**config.mk**
```make
export PLATFORM = sky130hd
export DESIGN_NAME = ndr_div
export DESIGN_NICKNAME = d
export VERILOG_FILES = /design/src/hdl/ndr_div.sv
export SDC_FILE = /design/constraint.sdc
export NUM_CORES = 2
export LEC_CHECK = 0
export BUFFER_PORTS_ARGS = -buffer_cell sky130_fd_sc_hd__buf_2
export CORE_MARGIN = 1
export CORE_UTILIZATION = 56
export DETAILED_ROUTE_END_ITERATION = 6
export GPL_ROUTABILITY_DRIVEN = 0
export MAX_ROUTING_LAYER = met4
export PLACE_DENSITY = 0.84
export SYNTH_ARGS = -nofsm -noshare
export SYNTH_HDL_FRONTEND = slang
export SYNTH_SLANG_ARGS = --single-unit
```
**constraint.sdc**
```tcl
create_clock -name clock -period 3.28 [get_ports clock]
set_input_delay 0.164 -clock clock [delete_from_list [all_inputs] [get_ports clock]]
set_output_delay 0.164 -clock clock [all_outputs]
set_load 0.1 [all_outputs]
```
**src/hdl/ndr_div.sv**
```systemverilog
// pipelined restoring divider for a fraction below one, one quotient bit per stage
module ndr_div #(
   parameter int DW = 26,
   parameter int STEPS = 16,
   parameter int SIDE_W = 26
) (
   input  logic              clock,
   input  logic              reset,
   input  logic              in_valid,
   input  logic [DW-1:0]     in_rem,
   input  logic [DW-1:0]     in_divisor,
   input  logic [SIDE_W-1:0] in_side,
   output logic              out_valid,
   output logic [STEPS-1:0]  out_quot,
   output logic [SIDE_W-1:0] out_side
);
   logic [DW-1:0]     rem_ff   [STEPS];
   logic [STEPS-1:0]  quot_ff  [STEPS];
   logic [SIDE_W-1:0] side_ff  [STEPS];
   logic              valid_ff [STEPS];

   for (genvar g = 0; g < STEPS; g++) begin : g_stage
      logic [DW-1:0]     rem_prev;
      logic [DW-1:0]     rem_dbl;
      logic [STEPS-1:0]  quot_prev;
      logic [SIDE_W-1:0] side_prev;
      logic              valid_prev;
      logic              take;

      if (g == 0) begin : g_first
         assign rem_prev   = in_rem;
         assign quot_prev  = '0;
         assign side_prev  = in_side;
         assign valid_prev = in_valid;
      end else begin : g_next
         assign rem_prev   = rem_ff[g-1];
         assign quot_prev  = quot_ff[g-1];
         assign side_prev  = side_ff[g-1];
         assign valid_prev = valid_ff[g-1];
      end

      assign rem_dbl = {rem_prev[DW-2:0], 1'b0};
      assign take    = rem_dbl >= in_divisor;

      always_ff @(posedge clock) begin
         if (reset) begin
            valid_ff[g] <= 1'b0;
         end else begin
            valid_ff[g] <= valid_prev;
         end
         rem_ff[g]  <= take ? rem_dbl - in_divisor : rem_dbl;
         quot_ff[g] <= {quot_prev[STEPS-2:0], take};
         side_ff[g] <= side_prev;
      end
   end

   assign out_valid = valid_ff[STEPS-1];
   assign out_quot  = quot_ff[STEPS-1];
   assign out_side  = side_ff[STEPS-1];
endmodule

```
Yosys cells after proc, flatten, opt, wreduce, memory -nomap -nowiden

Memories as Yosys holds them, arrays and structs flattened.
Cells that the tools add are included.

Memories kept: 4
Logic and storage cells: 87
Input port bits: 81
Output and inout bits: 43
Register bits: 0
Bits in latches: 0
Bits in read-only memories: 0
Bits in writable memories: 1,104

Memory list:

| name     | depth | bits a word | rd ports | clocked after Yosys merged registers in | wr ports | line | RTL |
|---|---|---|---|---|---|---|---|
| rem_ff   | 16    | 26          | 15       | 0                                       | 16       | 17   | `logic [DW-1:0] rem_ff [STEPS];` |
| side_ff  | 16    | 26          | 16       | 0                                       | 16       | 19   | `logic [SIDE_W-1:0] side_ff [STEPS];` |
| quot_ff  | 16    | 16          | 16       | 0                                       | 16       | 18   | `logic [STEPS-1:0] quot_ff [STEPS];` |
| valid_ff | 16    | 1           | 16       | 0                                       | 16       | 20   | `logic valid_ff [STEPS];` |

Reduce and logical (&&, ||, !) cells: 0
Shifts and indexed selects: 0
Add/sub/neg operators: 16
Order comparisons: 16
Div/mod/pow operators: 0
$mul: 0
Equality and inequality tests: 0
Muxes and demuxes: 35
Bitwise gates (word level): 16

Operator list:

| cell             | count |
|---|---|
| $ge A26 B26 Y1   | 16 |
| $mux W26         | 16 |
| $sub A26 B26 Y26 | 16 |
| $mux W1          | 19 |
| $or A1 B1 Y1     | 16 |

Longest topological paths before layout

Depth after elaboration: 3
Gate-level depth with buffers: 14
Depth with buffers taken out: 12

Least setup slack after synthesis

Ideal clock, no wire load.

Path type: input to register
From: input port in_divisor[19]
To: memory rem_ff[13][18], in the netlist rem_ff[1][148]
Path buffers: 3
Data required time: 3.159 ns
Cell stages on the path: 14
Setup slack: 0.209 ns
Data arrival time: 2.951 ns
Cells stage by stage: inv_1 > ha_1 > clkbuf_1 > a21o_1 > a21o_1 > a211o_1 > a21o_1 > a21oi_1 > o211ai_1 > a21oi_1 > o21a_1 > buf_2 > buf_2 > mux2_2

RTL lines:

| element            | line | RTL |
|---|---|---|
| start: declaration | 11   | `input logic [DW-1:0] in_divisor,` |
| end: declaration   | 17   |  |

==> results.md <==
- Syn avg cell area: 10.0 um2
- Iteration-0 DRC Markers: 2,702
- Failing checks: negative setup slack
- Final hold violations: 0
- Layout area overhead: 17.9%
- Post-route antenna net violation count: 0
- RSZ-0062 raised after global routing: false
- Least-Margin Pin Slew: 0.882 ns
- Synth area leaders: dfxtp_1, ha_1, a21oi_1, mux2_2, xnor2_1
- Number of CTS-inserted buffers: 94
- Row Count: 99
- Critical path data arrival time: 3.82 ns
- CORE AREA: 0.0735 mm2
- Die Wd: 275 um
- Post-synthesis sequential area ratio: 45.1%
- Syn_nets: 4,675
- #FFs+latches synth: 943
- Cell mode on critical path: o21ai_0
- Worst setup EP type: flip-flop
- Setup TNS Final: -0.0105 ns
- Synth async-reset ratio: 0%
- TritonCTS clock tree: built
- Layout cells sized above 1: 15.5%
- Fmax: 0.304 GHz
- Vias/cell: 5.98
- Mapped Area: 0.0418 mm2
- Global Route Usage Sum: 28.5%
- Initial antenna violation count: 2
- Status: complete, but fails checks
- Initial Util: 57.0%
- Min Hold Slack: 0.0706 ns
- Psw: 21.8 mW
- Worst path max stage delay: 0.46 ns
- Maximum root-to-sink buffer count: 3
- Synth top cells by count: dfxtp_1, ha_1, a21oi_1, nand2_1, o21ai_0
- Pre-CTS WS: -0.0961 ns
- Inst Count DP: 5,379
- Crit start category: flip-flop
- Nets: 5,085
- Share of the synthesized area in the top cell type: 45.1%
- Io pins: 124
- Crit path time final: 3.29 ns
- Cell Chain, Critical Path: ha_1 > nor2b_1 > nor3_1 > o211ai_1 > a31oi_1 > o21ai_0 > a221o_1 > a21oi_1 > xor2_1 > o21ai_0
- Switching share of total power: 39.1%
- WP data required: 3.81 ns
- Peak supply drop: 0.749 mV
- Leak: 22.3 nW
- Internal Power: 34.0 mW
- CTS clk-pin slew, worst paths: 0.07 ns
- Syn Inst Count: 4,164
- Max_cap viols: 0
- Pwr Density: 1130 mW/mm2
- Wire per inst: 19.0 um
- Final wirelength: 107,000 um
- GR Overflow Total: 0
- Clock sinks: 943
- Dpl hpwl: 74,000 um
- Worst-Skew Late Latency: 0.68 ns
- Count of buffers from port buffering: 122
- Routed via count: 33,600
- Setup-failing EPs final: 1
- Combinational share of power: 48.8%
- Cell with the most instances after synthesis: dfxtp_1
- Root Driver: clkbuf_16
- Vias in the first global route: 33,500
- CTS H-tree depth: 3
- Hold WC Path Type: input port to flip-flop
- Die area: 0.0758 mm2
- First-pass GRT wire length: 168,000 um
- Clock Skews: 0.0549 ns
- First-pass detailed-route iteration total: 6
- Yosys cell types: 84
- Max-slew violation count: 0
- Normalized max-slew margin: 40.6%
- EDFF count, synth: 0
- DRC Markers: 0
- Ys flop type: dfxtp_1
- Critical path type: flip-flop to flip-flop
- Largest net degree at the start of global routing: 44
- Crit path max-delay family: compound AO/OA/AOI/OAI gates
- Crit path buffers/inverters: 0
- PnR Total Power: 55.7 mW
- Reg power frac: 30.3%
- Die H: 275 um
- Share of total power in the clock network: 20.9%
- Cell taking the most area after synthesis: dfxtp_1
- Slowest stage cell, crit path: a221o_1
- Final worst-path cycle share: 100%
- Maximum fanout along the worst path: 3
- Synth Warn #: 0
- Non-filler cells, final: 5,618
- Final worst setup slack: -0.0105 ns
==> layout make-up <==
| class | count | area [um2] |
|---|---|---|
| Antenna cell | 3 | 7.51 |
| Multi-Input combinational cell | 3014 | 22200 |
| Inverter | 118 | 443 |
| Clock buffer | 128 | 2690 |
| Fill cell | 5153 | 24100 |
| Timing Repair Buffer | 403 | 3190 |
| Tap cell | 959 | 1200 |
| Clock inverter | 50 | 749 |
| Sequential cell | 943 | 18900 |
==> registers in the layout, summed over array words and instances (netlist names) <==
register and flops:
quot_ff 136, valid_ff 16, rem_ff 375, side_ff 416
==> through the flow <==
step	area [um2]	util (%)
3_3_place_gp	45300	61.7
3_5_place_dp	45300	61.7
4_1_cts	49300	67.1
6_report	49300	67.2
2_1_floorplan	41800	-
5_1_grt	49300	67.2
==> power groups by stage <==
stage	logic [mW]	clock network, mW	registers, mW
2_1_floorplan	19.0	0	16.9
3_3_place_gp	24.8	0	16.9
3_5_place_dp	25.7	0	17.0
4_1_cts	26.6	11.8	16.8
5_1_grt	29.6	12.2	17.1
6_report	27.2	11.6	16.9
==> tightest hold or removal path: stages <==
cell	delay (ns)
buf_2	0.23
fa_1	0.20
mux2i_1	0.06
==> metal layers <==
metal	part of all wire, %	wire length, um	global-route usage (%)
met4	6.5	6930	17.3
met5	0	0	-
met3	7.3	7780	5.32
met1	38	40900	31.2
met2	48	51100	47.8
==> placed cells by master (no fill, tap or decap), types with 37 or more instances in the layout <==
cell type	synthesis	layout
nor2_1	238	238
mux2_2	141	141
nand4_1	61	61
o21bai_1	37	37
a31oi_1	44	44
a21o_1	175	175
buf_2	21	122
inv_1	117	117
buf_4	6	200
nand2b_1	54	54
xnor2_1	177	177
ha_1	415	415
dfxtp_1	943	943
dlygate4sd3_1	0	54
nand3_1	62	62
xor2_1	128	128
clkbuf_16	0	94
o21a_1	65	65
o21ai_0	274	274
a21oi_1	333	331
nor2b_1	69	69
and3_1	38	38
nor3_1	39	39
nand2_1	284	284
==> kinds of logic (layout without fill, tap and decap cells) <==
group	count (synthesis)	count (layout)	share of synthesized area [%]
muxes	173	173	4.76
DFF	943	943	45.1
buffers and inverters	208	699	2.13
adders and majority gates	430	430	13.1
other	0	3	0
xor gates and xnor gates	305	305	6.39
AOI/OAI and AO/OA	1165	1166	17.7
and+or+nand+nor	940	940	10.8
==> final timing paths <==
| path | slack, ns | cells after the start | from | to |
|---|---|---|---|---|
| min reg2reg | 0.28 | 0 | quot_ff[13][8] | quot_ff[14][9] |
| max reg2reg | -0.01 | 10 | rem_ff[0][130] | rem_ff[0][177] |
| max | -0.01 | 10 | rem_ff[0][130] | rem_ff[0][177] |
| min | 0.07 | 3 | in_divisor[1] | rem_ff[0][79] |
==> what timing repair did <==
item,4_1_cts,5_1_grt
setup buffers,3,0
endpoints found under the setup margin,25,10
pin swaps,1,0
endpoints found under the hold margin,67,0
gates cloned,1,0
resized for setup,0,1
hold buffers,54,0
Note: power is estimated with default switching activity, not from simulation.
