[src/hdl/ndr_sqrt.sv]
// pipelined integer square root, one result bit per stage
module ndr_sqrt #(
   parameter int IN_W = 49,
   parameter int OUT_W = 25
) (
   input  logic             clock,
   input  logic             reset,
   input  logic             in_valid,
   input  logic [IN_W-1:0]  in_rad,
   output logic             out_valid,
   output logic [OUT_W-1:0] out_root
);
   localparam int RW = 2 * OUT_W;

   logic [RW-1:0]    rem_ff   [OUT_W];
   logic [OUT_W-1:0] root_ff  [OUT_W];
   logic             valid_ff [OUT_W];

   for (genvar g = 0; g < OUT_W; g++) begin : g_stage
      localparam int B = OUT_W - 1 - g;
      logic [RW-1:0]    rem_prev;
      logic [RW-1:0]    delta;
      logic [OUT_W-1:0] root_prev;
      logic             valid_prev;
      logic             take;

      if (g == 0) begin : g_first
         assign rem_prev   = {{(RW-IN_W){1'b0}}, in_rad};
         assign root_prev  = '0;
         assign valid_prev = in_valid;
      end else begin : g_next
         assign rem_prev   = rem_ff[g-1];
         assign root_prev  = root_ff[g-1];
         assign valid_prev = valid_ff[g-1];
      end

      assign delta = ({{(RW-OUT_W){1'b0}}, root_prev} << (B + 1))
                   | ({{(RW-1){1'b0}}, 1'b1} << (2 * B));
      assign take  = rem_prev >= delta;

      always_ff @(posedge clock) begin
         if (reset) begin
            valid_ff[g] <= 1'b0;
         end else begin
            valid_ff[g] <= valid_prev;
         end
         rem_ff[g]  <= take ? rem_prev - delta : rem_prev;
         root_ff[g] <= take ? (root_prev | ({{(OUT_W-1){1'b0}}, 1'b1} << B)) : root_prev;
      end
   end

   assign out_valid = valid_ff[OUT_W-1];
   assign out_root  = root_ff[OUT_W-1];
endmodule

[config.mk]
export PLATFORM = sky130hd
export DESIGN_NAME = ndr_sqrt
export DESIGN_NICKNAME = d
export VERILOG_FILES = /design/src/hdl/ndr_sqrt.sv
export SDC_FILE = /design/constraint.sdc
export NUM_CORES = 2
export LEC_CHECK = 0
export BUFFER_PORTS_ARGS = -buffer_cell sky130_fd_sc_hd__buf_2
export CAP_MARGIN = 10
export CORE_UTILIZATION = 55
export DETAILED_ROUTE_END_ITERATION = 8
export GPL_ROUTABILITY_DRIVEN = 0
export HOLD_SLACK_MARGIN = 0.12
export PLACE_DENSITY = 0.7
export REMOVE_ABC_BUFFERS = 1
export SLEW_MARGIN = 40
export SYNTH_ARGS = -nofsm -noshare
export SYNTH_HDL_FRONTEND = slang
export SYNTH_SLANG_ARGS = --single-unit
[constraint.sdc]
create_clock -name clock -period 3.2 [get_ports clock]
set_input_delay 0.48 -clock clock [delete_from_list [all_inputs] [get_ports clock]]
set_output_delay 0.48 -clock clock [all_outputs]
set_load 0.01 [all_outputs]
## Yosys cells after proc, flatten, opt, wreduce, memory -nomap -nowiden

Memory sizes are Yosys's and may differ from the RTL's.
Index checks and enable logic that the tools add are counted.

| word-level totals | value |
|---|---|
| logic and storage cells | 156 |
| input port bits | 52 |
| output and inout port bits | 26 |
| bits in writable memories | 1,900 |
| memories kept | 3 |
| register bits | 0 |

Memory list:

| memory | depth | width | read ports | clocked after Yosys merged registers in | write ports | RTL line | source |
|---|---|---|---|---|---|---|---|
| rem_ff | 25 | 50 | 24 | 0 | 25 | 15 | `logic [RW-1:0] rem_ff [OUT_W];` |
| root_ff | 25 | 25 | 25 | 0 | 25 | 16 | `logic [OUT_W-1:0] root_ff [OUT_W];` |
| valid_ff | 25 | 1 | 25 | 0 | 25 | 17 | `logic valid_ff [OUT_W];` |

| cells by class | value |
|---|---|
| $lt $le $gt $ge | 25 |
| bitwise logic cells | 25 |
| add/sub/neg operators | 25 |
| muxes and demuxes | 78 |

Operators with widths:

| operator | number |
|---|---|
| 50-bit two-way mux | 25 |
| 50-bit by 26-bit >= comparator with 1-bit output | 1 |
| 50-bit by 27-bit >= comparator with 1-bit output | 1 |
| 50-bit by 28-bit >= comparator with 1-bit output | 1 |
| 50-bit by 29-bit >= comparator with 1-bit output | 1 |
| 50-bit by 30-bit >= comparator with 1-bit output | 1 |
| 50-bit by 31-bit >= comparator with 1-bit output | 1 |
| 50-bit by 32-bit >= comparator with 1-bit output | 1 |
| 50-bit by 33-bit >= comparator with 1-bit output | 1 |
| 50-bit by 34-bit >= comparator with 1-bit output | 1 |
| 50-bit by 35-bit >= comparator with 1-bit output | 1 |
| 50-bit by 36-bit >= comparator with 1-bit output | 1 |
| 50-bit by 37-bit >= comparator with 1-bit output | 1 |
| 50-bit by 38-bit >= comparator with 1-bit output | 1 |
| 50-bit by 39-bit >= comparator with 1-bit output | 1 |
| 50-bit by 40-bit >= comparator with 1-bit output | 1 |
| 50-bit by 41-bit >= comparator with 1-bit output | 1 |
| 50-bit by 42-bit >= comparator with 1-bit output | 1 |
| 50-bit by 43-bit >= comparator with 1-bit output | 1 |
| 50-bit by 44-bit >= comparator with 1-bit output | 1 |
| 50-bit by 45-bit >= comparator with 1-bit output | 1 |
| 50-bit by 46-bit >= comparator with 1-bit output | 1 |
| 50-bit by 47-bit >= comparator with 1-bit output | 1 |
| 50-bit by 48-bit >= comparator with 1-bit output | 1 |
| other kinds (53) | 105 |

## Longest topological paths before layout

| logic depth | value |
|---|---|
| depth after elaboration | 3 |
| depth in mapped cells | 14 |
| gate-level depth less buffers | 12 |

## Worst setup path before layout

OpenSTA, ideal clock, no wires.

| path | value |
|---|---|
| path type | flip-flop to flip-flop |
| from | memory root_ff[16][24], in the netlist root_ff[2][24] |
| to | memory rem_ff[2][88] in the netlist's numbering |
| period minus slack after synthesis | 3,107 ps |
| path buffers | 1 |
| library setup time | 121 ps |
| slack | 93 ps |
| required time | 3,079 ps |
| cell stages (with the launch flop) | 14 |
| arrival time | 2,987 ps |
| cell sequence | dfxtp_1 > inv_1 > ha_1 > buf_4 > nand3_4 > or3_4 > or3_1 > o31a_1 > and2_4 > o211a_4 > clkinv_4 > nand4_4 > or4b_4 > xnor2_2 |

RTL lines:

| element | RTL line |
|---|---|
| start, declared | 16 |
| end, declared | 15 |

==> results.sh <==
export IMPL_grt_use_total_pct=25.2
export IMPL_cp_start_kind="register"
export IMPL_synthFlopType="dfxtp_1"
export IMPL_clk_pin_slew_ns=0.06
export IMPL_ys_ff_latch=1550
export IMPL_cts_root_buf="clkbuf_16"
export IMPL_setup_viol=0
export IMPL_cp_common_cell="or4_1"
export IMPL_synth_edf_count=0
export IMPL_drtIter0Drc=2158
export IMPL_grt_ovfl_total=0
export IMPL_r2r_cells=9
export IMPL_antenna_found_initial=1
export IMPL_ys_async_sr_fraction_pct=0
export IMPL_power_leakage_uw=0.0307
export IMPL_fp_row_count=118
export IMPL_path_buf_inv=1
export IMPL_die_w_um=326
export IMPL_start_util_pct=55.6
export IMPL_post_dp_hpwl_um=101000
export IMPL_slew_headroom_pct=45.6
export IMPL_cap_violations=0
export IMPL_yosys_warnings=0
export IMPL_first_pass_iters=5
export IMPL_die_area_mm2=0.106
export IMPL_holdPathStages=0
export IMPL_ys_seq_area_share_pct=53.8
export IMPL_cts_sinks=1550
export IMPL_min_period_ns=3.11
export IMPL_grt_pass1_vias=41300
export IMPL_synth_xor_area_share_pct=7.77
export IMPL_drt_total_wl_um=135000
export IMPL_critPathTopFamily="simple AND/OR/NAND/NOR gates"
export IMPL_antenna_cells=0
export IMPL_grt_start_max_net_pins=39
export IMPL_syn_cell_area_mm2=0.0577
export IMPL_critPathSlowestCell="or4_1"
export IMPL_timing_fmax_mhz=321
export IMPL_ant_nets=0
export IMPL_syn2layout_area_growth_pct=16.7
export IMPL_yosys_area_share_simple_pct=15.1
export IMPL_finalClockSkew_ns=0.0646
export IMPL_final_util_pct=64.9
export IMPL_nets=6501
export IMPL_wl_per_cell_um=17.8
export IMPL_ir_drop_v=0.000609
export IMPL_numCtsBuffers=150
export IMPL_r2r_setup_slack_ns=0.09
export IMPL_finalCritPeriodShare_pct=97.3
export IMPL_worst_skew_pair_late_latency_ns=0.81
export IMPL_synth_compound_area_share_pct=11.2
export IMPL_core_area_mm2=0.104
export IMPL_min_path_type="reg2reg"
export IMPL_synth_distinct_cells=97
export IMPL_drv_slew=0
export IMPL_clock_path_buffers=3
export IMPL_path_class="reg2reg"
export IMPL_synth_fa_ha_area_share_pct=7.50
export IMPL_port_buffers=77
export IMPL_grt_pass1_wl_um=214000
export IMPL_whs_ns=0.316
export IMPL_worstPathMaxFanout=5
export IMPL_p_per_area_mw_per_mm2=897
export IMPL_avgSynthCellArea_um2=10.1
export IMPL_routed_via_density=5.45
export IMPL_dieHeight_um=326
export IMPL_vias=41400
export IMPL_syn_inst=5699
export IMPL_drive_above_1_share_pct=11.5
export IMPL_ios=78
export IMPL_tightest_slew_ns=0.809
export IMPL_cts_tree="done"
export IMPL_arrival_ns=3.76
export IMPL_path_depth=9
export IMPL_synth_top_family_by_area="simple AND/OR/NAND/NOR gates"
export IMPL_muxShareOfSynthArea_pct=1.14
export IMPL_cp_required_ns=3.85
export IMPL_hold_violations=0
export IMPL_slowest_delay_ns=0.54
export IMPL_path_cells="or4_1, or4_1, nor3_1, o41ai_2, or2_1, o21ai_1, buf_4, nor2_1, a32o_1"
export IMPL_cp_end_kind="register"
export IMPL_drc=0
export IMPL_outcome="completed"
export IMPL_h_tree_depth=4
## cells in the mapped netlist (all sizes together) (10+ instances only)
library cell | n | area share, %
or3 | 67 | 0.73
and4 | 10 | 0.15
and2 | 19 | 0.21
dfxtp | 1550 | 54
a31oi | 22 | 0.24
or2 | 25 | 0.27
xor2 | 231 | 3.5
ha | 346 | 7.5
a21boi | 15 | 0.20
nand3b | 11 | 0.14
and3 | 21 | 0.23
nand4 | 98 | 1.1
mux2i | 13 | 0.23
and4b | 11 | 0.19
a211oi | 24 | 0.31
a2111oi | 12 | 0.21
nand2 | 362 | 2.4
o21ai | 283 | 2.5
nor3 | 151 | 1.3
buf | 22 | 0.21
nor4 | 200 | 2.2
clkbuf | 75 | 0.49
nor2b | 71 | 0.77
nand2b | 56 | 0.61
a21oi | 324 | 2.8
o21a | 61 | 0.79
nor3b | 15 | 0.20
nand4b | 14 | 0.21
nor2 | 365 | 2.4
nor4b | 25 | 0.45
o21bai | 22 | 0.29
o31ai | 34 | 0.44
inv | 430 | 2.8
or4 | 39 | 0.51
o211ai | 23 | 0.30
nand3 | 85 | 0.76
a21o | 122 | 1.6
xnor2 | 280 | 4.3
mux2 | 47 | 0.92
o31a | 11 | 0.17
o2111ai | 10 | 0.15
## stage by stage
| step | setup WS [ns] | area (um^2) | TNS, ns | std cells | total power (uW) |
|---|---|---|---|---|---|
| final | 0.0867 | 67300 | 0 | 7601 | 60400 |
| after global routing | -0.0251 | 67300 | -0.0396 | 7601 | 63700 |
| after CTS | 0.000353 | 66900 | 0 | 7595 | 60300 |
| after detailed placement | -0.438 | 61100 | -11.34 | 7269 | 42100 |
| after global placement | -0.759 | 61100 | -26.94 | 7269 | 41900 |
| after floorplan | -1.28 | 57300 | -62.37 | 5603 | 37100 |
## sequential cells by signal, indices dropped and copies added, names as in the netlist
signal / count
rem_ff: 1200
root_ff: 325
valid_ff: 25
## routing by layer
metal  global-route usage [%]  part of all wire, %  vias to the layer above
li1                         -                    -                    20600
met1                     29.3                   42                    19500
met2                     45.6                   50                     1078
met3                     3.79                  4.5                      302
met4                     11.0                  4.3                        0
met5                        0                    0                        -
## power by group
part           internal, uW  switching, uW
combinational          7100           8020
sequential            23600           3730
clock                 10300           7680
total                 41000          19400
## final timing paths
| path | start | endpoint |
|---|---|---|
| setup / recovery | rem_ff[2][344] | rem_ff[2][384] |
| hold / removal | root_ff[2][133] | root_ff[2][158] |
| setup reg to reg | rem_ff[2][344] | rem_ff[2][384] |
| hold reg to reg | root_ff[2][133] | root_ff[2][158] |
## final cells by class
class                      count  area (um^2)
multi-input combinational   3623        25100
sequential                  1550        31000
clock buffer                 208         4290
fill                        8013        36500
timing repair buffer         347         2600
tap                         1380         1730
inverter                     431         1630
clock inverter                62          938
## worst reg2reg max path, cell delays in order (launching register included)
cell,delay (ns)
dfxtp_1,0.34
or4_1,0.54
or4_1,0.40
nor3_1,0.40
o41ai_2,0.17
or2_1,0.28
o21ai_1,0.34
buf_4,0.21
nor2_1,0.07
a32o_1,0.26
## placed cells by master, fill, tap and decap left out, types with 23 or more instances in the layout
cell type	count
clkbuf_1	26
a21oi_1	321
o31ai_1	31
buf_2	77
nor4_1	191
clkbuf_8	32
o211ai_1	23
nand2_1	362
o21ai_0	268
nand2b_1	56
inv_1	427
o21a_1	61
nor2b_1	69
nand3_1	80
nand4_1	97
or4_1	35
dlygate4sd3_1	51
a21o_1	122
or3_1	64
nor3_1	144
xor2_1	231
nor2_1	365
buf_4	214
clkbuf_16	150
ha_1	341
dfxtp_1	1547
xnor2_1	279
mux2_2	47
## logic make-up after synthesis
group / after synthesis
muxes: 60
other: 1
and+or+nand+nor: 1665
xor gates and xnor gates: 511
AOI/OAI and AO/OA: 1038
DFF: 1550
adders and majority gates: 346
buffers and inverters: 528
## timing repair
item                                    CTS  global route
buffers inserted                          4             6
gates cloned                              1             0
hold buffers                             51             0
resized for setup                        13            74
hold endpoints to repair                 70             0
pin swaps                                 7            13
endpoints found under the setup margin   68           133
Power figures use the tool's default switching activity.
